**src/hdl/sdii_pkg.sv**
```systemverilog
package sdii_pkg;
  localparam int ROW_PIXELS = 1024;
  localparam int LANES      = 4;
  localparam int PIX_W      = 8;
  localparam int SUM_W      = 32;
  localparam int SQ_W       = 2 * PIX_W;
  localparam int GROUPS     = ROW_PIXELS / LANES;
  localparam int COL_W      = (GROUPS > 1) ? $clog2(GROUPS) : 1;
  localparam int CNT_W      = $clog2(GROUPS + 1);

  typedef logic [PIX_W-1:0]            pix_t;
  typedef logic [SUM_W-1:0]            sum_t;
  typedef logic [SQ_W-1:0]             sq_t;
  typedef logic [LANES-1:0][SUM_W-1:0] lane_sums_t;
  typedef logic [LANES-1:0][SQ_W-1:0]  lane_sq_t;

  typedef struct packed {
    logic [COL_W-1:0] col;
    logic             in_range;
    logic             first_row;
    logic             frame_start;
    logic             row_end;
  } grp_ctrl_t;
endpackage

```
**src/hdl/sdii_lane.sv**
```systemverilog
module sdii_lane (
  input  logic          clk,
  input  logic          load,
  input  sdii_pkg::pix_t src,
  input  sdii_pkg::pix_t cmp,
  output sdii_pkg::sq_t  sq
);
  import sdii_pkg::*;

  pix_t diff;

  always_comb begin
    diff = (src >= cmp) ? (src - cmp) : (cmp - src);
  end

  always_ff @(posedge clk) begin
    if (load) begin
      sq <= sq_t'(diff) * sq_t'(diff);
    end
  end
endmodule

```
**config.mk**
```make
export PLATFORM = sky130hd
export DESIGN_NAME = sdii_lane
export DESIGN_NICKNAME = d
export VERILOG_FILES = /design/src/hdl/sdii_pkg.sv /design/src/hdl/sdii_lane.sv
export SDC_FILE = /design/constraint.sdc
export NUM_CORES = 1
export LEC_CHECK = 0
export BUFFER_PORTS_ARGS = -buffer_cell sky130_fd_sc_hd__clkbuf_2
export CAP_MARGIN = 20
export CORE_MARGIN = 2
export CORE_UTILIZATION = 37
export CTS_CLUSTER_SIZE = 40
export DETAILED_ROUTE_END_ITERATION = 12
export HOLD_SLACK_MARGIN = 0.12
export PLACE_DENSITY_LB_ADDON = 0.1
export RECOVER_POWER = 100
export SYNTH_ARGS = -nofsm -noshare
export SYNTH_HDL_FRONTEND = slang
export SYNTH_SLANG_ARGS = --single-unit
```
**constraint.sdc**
```tcl
create_clock -name clk -period 9 [get_ports clk]
set_input_delay 1.8 -clock clk [delete_from_list [all_inputs] [get_ports clk]]
set_output_delay 1.8 -clock clk [all_outputs]
set_load 0.005 [all_outputs]
```
==> flow_metrics.tcl <==
set metrics [dict create \
    timing.final.crit_share_pct 89.6 \
    drc 0 \
    cp_max_fo 10 \
    path_clk_slew_ns 0.06 \
    antenna_left 0 \
    max-clock-path-buffers 2 \
    critical_path.startpoint_type "input pin" \
    antenna_found_initial 0 \
    dieArea_sq_mm 0.00834 \
    register_area_sq_um 450 \
    largest-register "sq" \
    area_growth_pct 9.41 \
    viasPerCell 4.65 \
    whs_ns 2.15 \
    grt_setup_unrepaired "no" \
    routabilityCongestion 0.769 \
    met3_usage_pct 0.747 \
    post_cts_buffers 0 \
    yosysSeqAreaShare_pct 16.0 \
    multiInputGateArea_sq_mm 0.00209 \
    use_met1_pct 17.5 \
    fmax_mhz 124 \
    drive_above_1_share_pct 13.1 \
    grt_pass1_wl_microns 8930 \
    syn-cell-area_sq_mm 0.00282 \
    grt_use_met2_pct 22.3 \
    start_util_pct 38.5 \
    nets 427 \
    period_minus_slack_ns 8.07 \
    grt_busiest_layer "met2" \
    firstDrtPassIters 4 \
    setup_tns_ns 0 \
    cts_made_buffers 3 \
    grt.total_usage_pct 13.0 \
    die_h_microns 91.3 \
    avgSynthCellArea_sq_um 9.16 \
    status "finished clean" \
    htree_num_levels 1 \
    ys.flop_type "edfxtp_1" \
    fin_area_sq_mm 0.00309 \
    synth_seq_cells 15 \
    cts.sinks 15 \
    placed_area_sq_mm 0.00306 \
    syn_inst 308 \
    synth_edf_count 15 \
    detail_route.wl_per_cell_microns 11.7 \
    drv_cap 0 \
    hold_class "in2reg" \
    insertedDiodeCount 0 \
    largest_reg_flops 15 \
    hold-path-cell-count 1 \
    reg_top3 "sq (15)" \
    wl_microns 5090 \
    relSlewSlack_pct 50.0 \
    dp_hpwl_microns 4460 \
    die_x_microns 91.3 \
    hold_buffers 0 \
    setup.worst_path.class "in2reg" \
    grt_max_degree 16 \
    async_reset_ff_share_pct 0 \
    vias 2027 \
    critPathArrivalTime_ns 8.06 \
    port_buffers 32 \
    dr.first_iter.drc_count 25 \
    cp-end-kind "register" \
    yosysWarnings 0 \
    yosysUniqueCellTypes 45 \
    grt_overflow 0 \
    placementRows 31 \
    fillers 746 \
    slew_violations 0 \
    cts_root_buf "clkbuf_8" \
    syn_nets 397 \
    worstMarginPinSlew_ns 0.750 \
    critPathRequiredTime_ns 8.99 \
    setup_viol 0 \
    pin_count 34 \
    tritoncts "built" \
    final_hold_viol_count 0 \
    core_sq_mm 0.00733 \
    grt_pass1_vias 2014 \
    ctsResizeCount 0 \
]
[final timing paths]
path	from	to
max	src[0]	sq[15]
min	load	sq[3]
[through the flow]
| stage | setup WS, ns | cells | utilization, % |
|---|---|---|---|
| after detailed placement | 0.714 | 432 | 41.7 |
| final | 0.932 | 436 | 42.1 |
| after floorplan | 1.26 | 308 | - |
| after global placement | 0.919 | 432 | 41.7 |
| after CTS | 0.964 | 436 | 42.4 |
| after global routing | 0.494 | 436 | 42.1 |
[worst max-delay path, stage by stage]
cell      delay [ns]
clkbuf_1        0.09
inv_1           0.05
ha_1            0.16
inv_1           0.06
fa_1            0.38
nand3_1         0.11
a311oi_1        0.13
a211oi_4        0.55
mux2i_1         0.17
xnor2_1         0.57
inv_1           0.26
fa_1            0.59
inv_1           0.05
fa_1            0.46
fa_1            0.52
fa_1            0.54
inv_1           0.04
ha_1            0.33
or4_1           0.53
o211ai_1        0.14
nor2_1          0.11
a311oi_1        0.33
xnor2_1         0.11
[cell families after synthesis]
| kind of cell | share of synthesized area (%) |
|---|---|
| multiplexers | 2.79 |
| AND/OR/NAND/NOR | 12.2 |
| adder cells (fa/ha/maj) | 38.2 |
| AO/OA/AOI/OAI | 11.9 |
| buffers and inverters | 9.32 |
| XOR/XNOR | 9.58 |
| other | 0.133 |
| flip-flops | 16.0 |
[cells in the mapped netlist, types with 2 or more instances]
cell type	number	area (sq um)
inv_1	56	210
nor2_2	2	12.5
xnor2_1	16	140
buf_6	2	22.5
nand3b_1	2	15.0
o21bai_1	4	30.0
nand4_1	3	18.8
ha_1	46	576
nor3_1	2	10.0
a21o_1	7	52.6
edfxtp_1	15	450
xor2_1	8	70.1
nor2b_1	6	37.5
nand2_1	17	63.8
nand3_1	2	10.0
clkbuf_1	2	7.51
and2_1	2	12.5
or2_2	2	12.5
buf_2	3	15.0
o21ai_0	6	30.0
xnor2_2	2	32.5
fa_1	25	500
o21a_1	3	22.5
a21oi_1	18	90.1
mux2i_1	5	50.1
nor2_1	33	124
[cell type report]
| type | instances | area share (%) |
|---|---|---|
| clock inverters | 1 | 0.162 |
| clock buffers | 3 | 1.34 |
| inverters | 56 | 6.81 |
| repair buffers | 33 | 5.23 |
| multi-input cells | 229 | 67.8 |
| well taps | 99 | 4.01 |
| flip-flops and latches | 15 | 14.6 |
[placed cells by master (no fill, tap or decap), types with 5 or more instances in the layout]
cell type  synthesis  final
ha_1              46     46
a21o_1             7      7
xnor2_1           16     17
nand2_1           17     17
xor2_1             8      8
clkbuf_1           2      5
o21ai_0            6      6
nor2b_1            6      6
edfxtp_1          15     15
inv_1             56     56
fa_1              25     25
a21oi_1           18     18
nor2_1            33     33
clkbuf_2           0     27
mux2i_1            5      5
[per-layer routing]
metal,up-vias,wire [microns]
met5,-,0
met4,0,63
met3,7,126
met2,36,2420
met1,921,2490
li1,1063,-
Power is left out: the tool's default activity adds up to more than one toggle a clock period on the data nets, which glitch-free logic cannot reach.
