`config.mk`:
```
export PLATFORM = sky130hd
export DESIGN_NAME = sdii_merge
export DESIGN_NICKNAME = d
export VERILOG_FILES = /design/src/hdl/sdii_pkg.sv /design/src/hdl/sdii_merge.sv
export SDC_FILE = /design/constraint.sdc
export NUM_CORES = 1
export LEC_CHECK = 0
export ABC_CLOCK_PERIOD_IN_PS = 13050
export BUFFER_PORTS_ARGS = -buffer_cell sky130_fd_sc_hd__buf_2
export CORE_MARGIN = 2
export CORE_UTILIZATION = 24
export DETAILED_ROUTE_END_ITERATION = 7
export GPL_TIMING_DRIVEN = 0
export SLEW_MARGIN = 20
export SYNTH_ARGS = -nofsm -noshare
export SYNTH_HDL_FRONTEND = slang
export SYNTH_SLANG_ARGS = --single-unit
export TNS_END_PERCENT = 1
```
`constraint.sdc`:
```
create_clock -name clk -period 13.05 [get_ports clk]
set_clock_uncertainty 0.2 [all_clocks]
set_input_delay 1.9575 -clock clk [delete_from_list [all_inputs] [get_ports clk]]
set_output_delay 1.9575 -clock clk [all_outputs]
set_load 0.02 [all_outputs]
```
`src/hdl/sdii_pkg.sv`:
```
package sdii_pkg;
  localparam int ROW_PIXELS = 1024;
  localparam int LANES      = 4;
  localparam int PIX_W      = 8;
  localparam int SUM_W      = 32;
  localparam int SQ_W       = 2 * PIX_W;
  localparam int GROUPS     = ROW_PIXELS / LANES;
  localparam int COL_W      = (GROUPS > 1) ? $clog2(GROUPS) : 1;
  localparam int CNT_W      = $clog2(GROUPS + 1);

  typedef logic [PIX_W-1:0]            pix_t;
  typedef logic [SUM_W-1:0]            sum_t;
  typedef logic [SQ_W-1:0]             sq_t;
  typedef logic [LANES-1:0][SUM_W-1:0] lane_sums_t;
  typedef logic [LANES-1:0][SQ_W-1:0]  lane_sq_t;

  typedef struct packed {
    logic [COL_W-1:0] col;
    logic             in_range;
    logic             first_row;
    logic             frame_start;
    logic             row_end;
  } grp_ctrl_t;
endpackage

```
`src/hdl/sdii_merge.sv`:
```
module sdii_merge (
  input  logic                 clk,
  input  logic                 rst,
  input  logic                 advance,
  input  sdii_pkg::grp_ctrl_t  ctrl,
  input  sdii_pkg::lane_sq_t   sq,
  input  sdii_pkg::lane_sums_t above_word,
  output sdii_pkg::lane_sums_t totals
);
  import sdii_pkg::*;

  sum_t running;
  sum_t running_next;
  sum_t acc;

  always_comb begin
    acc = ctrl.frame_start ? '0 : running;
    for (int i = 0; i < LANES; i++) begin
      acc = acc + sum_t'(sq[i]);
      totals[i] = acc + ((ctrl.in_range && !ctrl.first_row) ? above_word[i] : '0);
    end
    running_next = ctrl.row_end ? '0 : acc;
  end

  always_ff @(posedge clk) begin
    if (rst) begin
      running <= '0;
    end else if (advance) begin
      running <= running_next;
    end
  end
endmodule

```
==> impl_metrics.env, run 1 <==
export IMPL_status="complete, no violations"
export IMPL_cts_tree="built"
export IMPL_critPathRequiredTime_ns=10.89
export IMPL_root_buffer="clkbuf_16"
export IMPL_syn_num_nets=2113
export IMPL_finalNetCount=2476
export IMPL_critPathSlowestCell="fa_2"
export IMPL_worstPathMaxFanout=17
export IMPL_synth_area_sq_um=12400
export IMPL_crit_arrival_ns=10.53
export IMPL_cts_buffers=5
export IMPL_ys_seq_elements=32
export IMPL_drtIter0Drc=579
export IMPL_post_route_period_util_pct=97.2
export IMPL_synth_most_common_cell="ha_1"
export IMPL_setup_violations=0
export IMPL_avgViaCountPerCell=4.84
export IMPL_portBuffers=325
export IMPL_ys_types=89
export IMPL_clkLatencyLatePin_ns=0.28
export IMPL_end_kind="output port"
export IMPL_routabilityCongestion=0.898
export IMPL_ant_nets=0
export IMPL_grt_util_all_layers_pct=16.6
export IMPL_hold_class="flip-flop to flip-flop"
export IMPL_io_pins=335
export IMPL_holdBufCountCts=0
export IMPL_top_register="running"
export IMPL_grt_overflow_total=0
export IMPL_hold_violations=0
export IMPL_synth_ff_type="dfxtp_1"
export IMPL_area_growth_pct=29.7
export IMPL_yosysSeqAreaShare_pct=5.16
export IMPL_drive_above_1_share_pct=25.1
export IMPL_cts_htree_levels=2
export IMPL_setup_tns_ns=0
export IMPL_largest_reg_flops=32
export IMPL_grt_max_degree=18
export IMPL_max_stage_delay_ns=0.45
export IMPL_die_area_sq_um=53600
export IMPL_synth_area_leaders="ha_1, xnor2_1, and2_1"
export IMPL_grt_pass1_wl_microns=68700
export IMPL_dp_hpwl_microns=40700
export IMPL_yosysWarnings=0
export IMPL_synth_edf_count=0
export IMPL_wl_per_cell_microns=17.0
export IMPL_fmax_ghz=0.0788
export IMPL_power_leakage_nw=7.70
export IMPL_die_w_microns=231
export IMPL_cap_violations=0
export IMPL_core_sq_um=51200
export IMPL_setup_worst_path_class="input port to output port"
export IMPL_syn_area_per_cell_sq_um=7.27
export IMPL_drcViolationCount=0
export IMPL_relSlewSlack_pct=39.2
export IMPL_layout_min_cycle_time_ns=12.68
export IMPL_row_count=83
export IMPL_powerDensity_nw_per_um2=312
export IMPL_start_util_pct=24.3
export IMPL_tightest_slew_ns=0.910
export IMPL_whs_ns=0.269
export IMPL_yosys_area_top_type="ha_1"
export IMPL_antenna_found_initial=12
export IMPL_cts_sink_count=32
export IMPL_vias=13400
export IMPL_reg_top3="running x32"
export IMPL_routed_wl_microns=46800
export IMPL_async_reset_ff_share_pct=0
export IMPL_post_synth_top_area_fraction_pct=19.0
export IMPL_clk_path_buf_depth=2
export IMPL_clk_pin_slew_ns=0.05
export IMPL_cp_start_kind="input port"
export IMPL_grt_pass1_vias=12400
export IMPL_chipHeight_microns=231
export IMPL_peakVddDrop_mv=0.458
export IMPL_slew_violations=0
export IMPL_synth_common_cells="ha_1, a21oi_1, xnor2_1"
export IMPL_netlist_instances=1709
export IMPL_firstDrtPassIters=8
where the power goes:
group	total [mW]	internal, mW	switching (mW)
Clock	0.143	0.100	0.0430
Combinational	4.75	1.93	2.82
Sequential	0.125	0.116	0.00964
Total	5.02	2.14	2.87
worst max-delay path: cells and delay by family:
kind | cells | cell delay (ns)
compound gates | 21 | 4.26
buf+inv | 5 | 0.79
xor+xnor | 4 | 0.72
simple gates | 6 | 1.03
fa+ha+maj | 6 | 1.73
cells by family (layout without fill, tap and decap cells):
logic type               count (synthesis)  in the layout  share of synthesized area [%]
adder cells (fa/ha/maj)                197            197                           20.3
buffers and inverters                  122            486                           3.72
AO/OA/AOI/OAI                          486            486                           26.1
other                                    0              5                              0
XOR/XNOR                               218            218                           16.4
AND/OR/NAND/NOR                        649            649                           27.9
multiplexers                             5              5                          0.413
flip-flops                              32             32                           5.16
layout by cell type (no fill, tap or decap), drive strengths merged, types with 45 or more instances in the layout:
cell / n
a21o: 45
a21oi: 164
and2: 136
buf: 360
ha: 189
inv: 87
nand2: 94
nand3: 54
nor2: 137
nor2b: 73
nor3: 53
o21ai: 73
xnor2: 163
xor2: 49
area by class of cell:
type                    count  area, sq um
clock buffers               7          153
repair buffers            357         1870
well taps                 680          851
multi-input cells        1555        12000
clock inverters             1         30.0
flip-flops and latches     32          641
fillers                  5638        35100
diodes                      5         12.5
plain buffers              34          174
inverters                  87          327
stage by stage:
| stage | power (mW) | worst slack [ns] | area, sq um | std cells | util (%) |
|---|---|---|---|---|---|
| finish | 5.02 | 0.367 | 16100 | 2758 | 31.5 |
| global route | 5.42 | -0.0797 | 16100 | 2757 | 31.5 |
| global placement | 4.23 | -2.10 | 14900 | 2714 | 29.1 |
| CTS | 4.61 | -0.0674 | 15500 | 2729 | 30.2 |
| floorplan | 3.06 | 0.0315 | 12400 | 1709 | - |
| detailed placement | 4.24 | -2.10 | 14900 | 2714 | 29.1 |
metal layers:
layer	global-route usage, %	routed length [microns]	vias up
met1	23.3	23200	6078
met3	1.08	1780	55
met5	0	66	-
li1	-	-	6910
met2	27.1	20600	305
met4	4.60	1100	10
path summary, 6_finish.rpt:
kind	cells past startpoint	slack, ns	endpoint	from
setup / recovery	42	0.37	totals[126]	ctrl[1]
hold / removal	2	0.27	running[0]$_SDFFE_PP0P_	running[0]$_SDFFE_PP0P_
setup reg to reg	34	5.60	running[31]$_SDFFE_PP0P_	running[1]$_SDFFE_PP0P_
hold reg to reg	2	0.27	running[0]$_SDFFE_PP0P_	running[0]$_SDFFE_PP0P_
what timing repair did:
action                     in CTS  in global routing
setup buffers                   8                 24
pin swaps                      11                 32
setup endpoints to repair      30                 13
gates resized for setup        58                 75
Power figures use the tool's default switching activity.
==> run 2: changes to the inputs <==
--- a/config.mk
+++ b/config.mk
@@ -11,6 +11,7 @@
 export CORE_UTILIZATION = 24
 export DETAILED_ROUTE_END_ITERATION = 7
 export GPL_TIMING_DRIVEN = 0
+export REMOVE_ABC_BUFFERS = 1
 export SLEW_MARGIN = 20
 export SYNTH_ARGS = -nofsm -noshare
 export SYNTH_HDL_FRONTEND = slang
==> run 2 against run 1 <==
Net effect:
- sequential power up 3%
- worst setup slack better by 0.037 ns
- non-clock buffer count shrank 43
- critical path depth shrank 1
- critical path type unchanged
- final area down 2.2%
- clock-buffer cell count is 1 lower
- combinational power decreased by 3%
- largest power group unchanged
==> impl_metrics.env, run 2 (synthesized netlist as in run 1, its figures left out) <==
export IMPL_reg_top3="running x32"
export IMPL_setup_worst_path_class="input port to output port"
export IMPL_cp_start_kind="input port"
export IMPL_vias=13300
export IMPL_critPathRequiredTime_ns=10.89
export IMPL_worstPathMaxFanout=35
export IMPL_layout_cells_non_filler=2720
export IMPL_finalNetCount=2433
export IMPL_path_common_cell="a21o_1"
export IMPL_crit_arrival_ns=10.49
export IMPL_ant_nets=0
export IMPL_clk_path_buf_depth=2
export IMPL_grt_util_all_layers_pct=16.4
export IMPL_cts_htree_levels=2
export IMPL_wl_per_cell_microns=17.0
export IMPL_end_kind="output port"
export IMPL_slew_violations=0
export IMPL_mostFrequentLayoutCell="buf_2"
export IMPL_status="complete, no violations"
export IMPL_antenna_found_initial=14
export IMPL_chipHeight_microns=231
export IMPL_drive_above_1_share_pct=23.8
export IMPL_hold_violations=0
export IMPL_io_pins=335
export IMPL_p_total_mw=4.86
export IMPL_routed_wl_microns=46200
export IMPL_relSlewSlack_pct=42.4
export IMPL_row_count=83
export IMPL_portBuffers=326
export IMPL_powerDensity_nw_per_um2=309
export IMPL_firstDrtPassIters=5
export IMPL_place_inst=2683
export IMPL_dp_hpwl_microns=40400
export IMPL_clkLatencyLatePin_ns=0.29
export IMPL_fmax_ghz=0.0791
export IMPL_crit_buf_inv=4
export IMPL_max_stage_delay_ns=0.41
export IMPL_cts_sink_count=32
export IMPL_root_buffer="clkbuf_16"
export IMPL_rsz0062_at_grt="true"
export IMPL_critPathSlowestCell="fa_2"
export IMPL_tightest_slew_ns=0.862
export IMPL_die_area_sq_um=53600
export IMPL_grt_max_degree=43
export IMPL_crit_family="compound AO/OA/AOI/OAI gates"
export IMPL_cap_violations=0
export IMPL_post_route_period_util_pct=96.9
export IMPL_avgViaCountPerCell=4.90
export IMPL_cts_tree="built"
export IMPL_num_fill_cells=5493
export IMPL_grt_pass1_vias=12800
export IMPL_peakVddDrop_mv=0.572
export IMPL_routabilityCongestion=0.900
export IMPL_clk_pin_slew_ns=0.05
export IMPL_grt_overflow_total=0
export IMPL_drcViolationCount=0
export IMPL_core_sq_um=51200
export IMPL_start_util_pct=24.3
export IMPL_final_cell_mix="buf_2, ha_1, a21oi_1, xnor2_1, and2_1"
export IMPL_cts_buffers=5
export IMPL_layout_min_cycle_time_ns=12.65
export IMPL_largest_reg_flops=32
export IMPL_top_register="running"
export IMPL_die_w_microns=231
export IMPL_drtIter0Drc=561
export IMPL_area_growth_pct=26.8
export IMPL_seqCellArea_sq_um=641
export IMPL_power_leakage_nw=7.52
export IMPL_setup_violations=0
export IMPL_hold_class="flip-flop to flip-flop"
export IMPL_multi_input_area_sq_um=11900
export IMPL_grt_pass1_wl_microns=69500
export IMPL_whs_ns=0.280
-- run 2: changes by cell type in the layout (fill, tap and decap cells not counted), sizes merged --
| cell | change |
|---|---|
| clkbuf | -32 |
| buf | -12 |
| diode | +5 |
| clkinv | +2 |
| bufinv | -1 |
-- run 2: final timing paths --
path                            from                        to  slack (ns)  cells past startpoint
max                          ctrl[1]               totals[126]        0.40                     41
min          running[0]$_SDFFE_PP0P_   running[0]$_SDFFE_PP0P_        0.28                      2
max reg2reg  running[0]$_SDFFE_PP0P_  running[30]$_SDFFE_PP0P_        5.40                     31
min reg2reg  running[0]$_SDFFE_PP0P_   running[0]$_SDFFE_PP0P_        0.28                      2
-- run 2: what timing repair did --
item                                    4_1_cts  5_1_grt
pin swaps                                     5       23
setup buffers                                 4       15
endpoints found under the hold margin         0        0
endpoints found under the setup margin       17       14
hold buffers                                  0        0
gates resized for setup                      34       65
-- run 2: layout make-up --
type / instances / area share [%]
clock inverter: 2 / 0.0636
clock buffer: 6 / 0.882
tap: 680 / 5.40
sequential: 32 / 4.07
timing repair buffer: 348 / 11.8
inverter: 87 / 2.07
multi-input combinational: 1555 / 75.5
antenna: 10 / 0.159
-- run 2: worst register-to-register path: cells and delay by family, from the launching register on --
kind | cells | cell delay (ns)
and+or+nand+nor | 10 | 1.70
adders and majority gates | 4 | 1.42
buffers and inverters | 2 | 0.33
DFF | 1 | 0.31
AOI/OAI and AO/OA | 11 | 2.50
xor gates and xnor gates | 4 | 1.14
-- run 2: per-layer routing --
metal	wire length, microns	part of all wire, %	GRT usage, %
met5	51	0.11	0
met1	22600	49	22.6
met2	21200	46	27.7
met4	731	1.6	3.85
met3	1660	3.6	1.32
-- run 2: power breakdown --
part	total, mW	internal, mW	switching, mW
Clock	0.120	0.0751	0.0452
Combinational	4.61	1.82	2.79
Sequential	0.129	0.116	0.0132
Total	4.86	2.01	2.85
-- run 2: metrics by stage --
stage	TNS, ns	instance area [sq um]	utilization, %	setup WS (ns)
CTS	0	15200	29.7	0.0468
global placement	-39.73	14800	28.8	-1.75
global route	-0.132	15700	30.7	-0.0973
finish	0	15800	30.8	0.404
floorplan	0	12300	-	1.13
detailed placement	-8.58	14800	29.0	-1.28
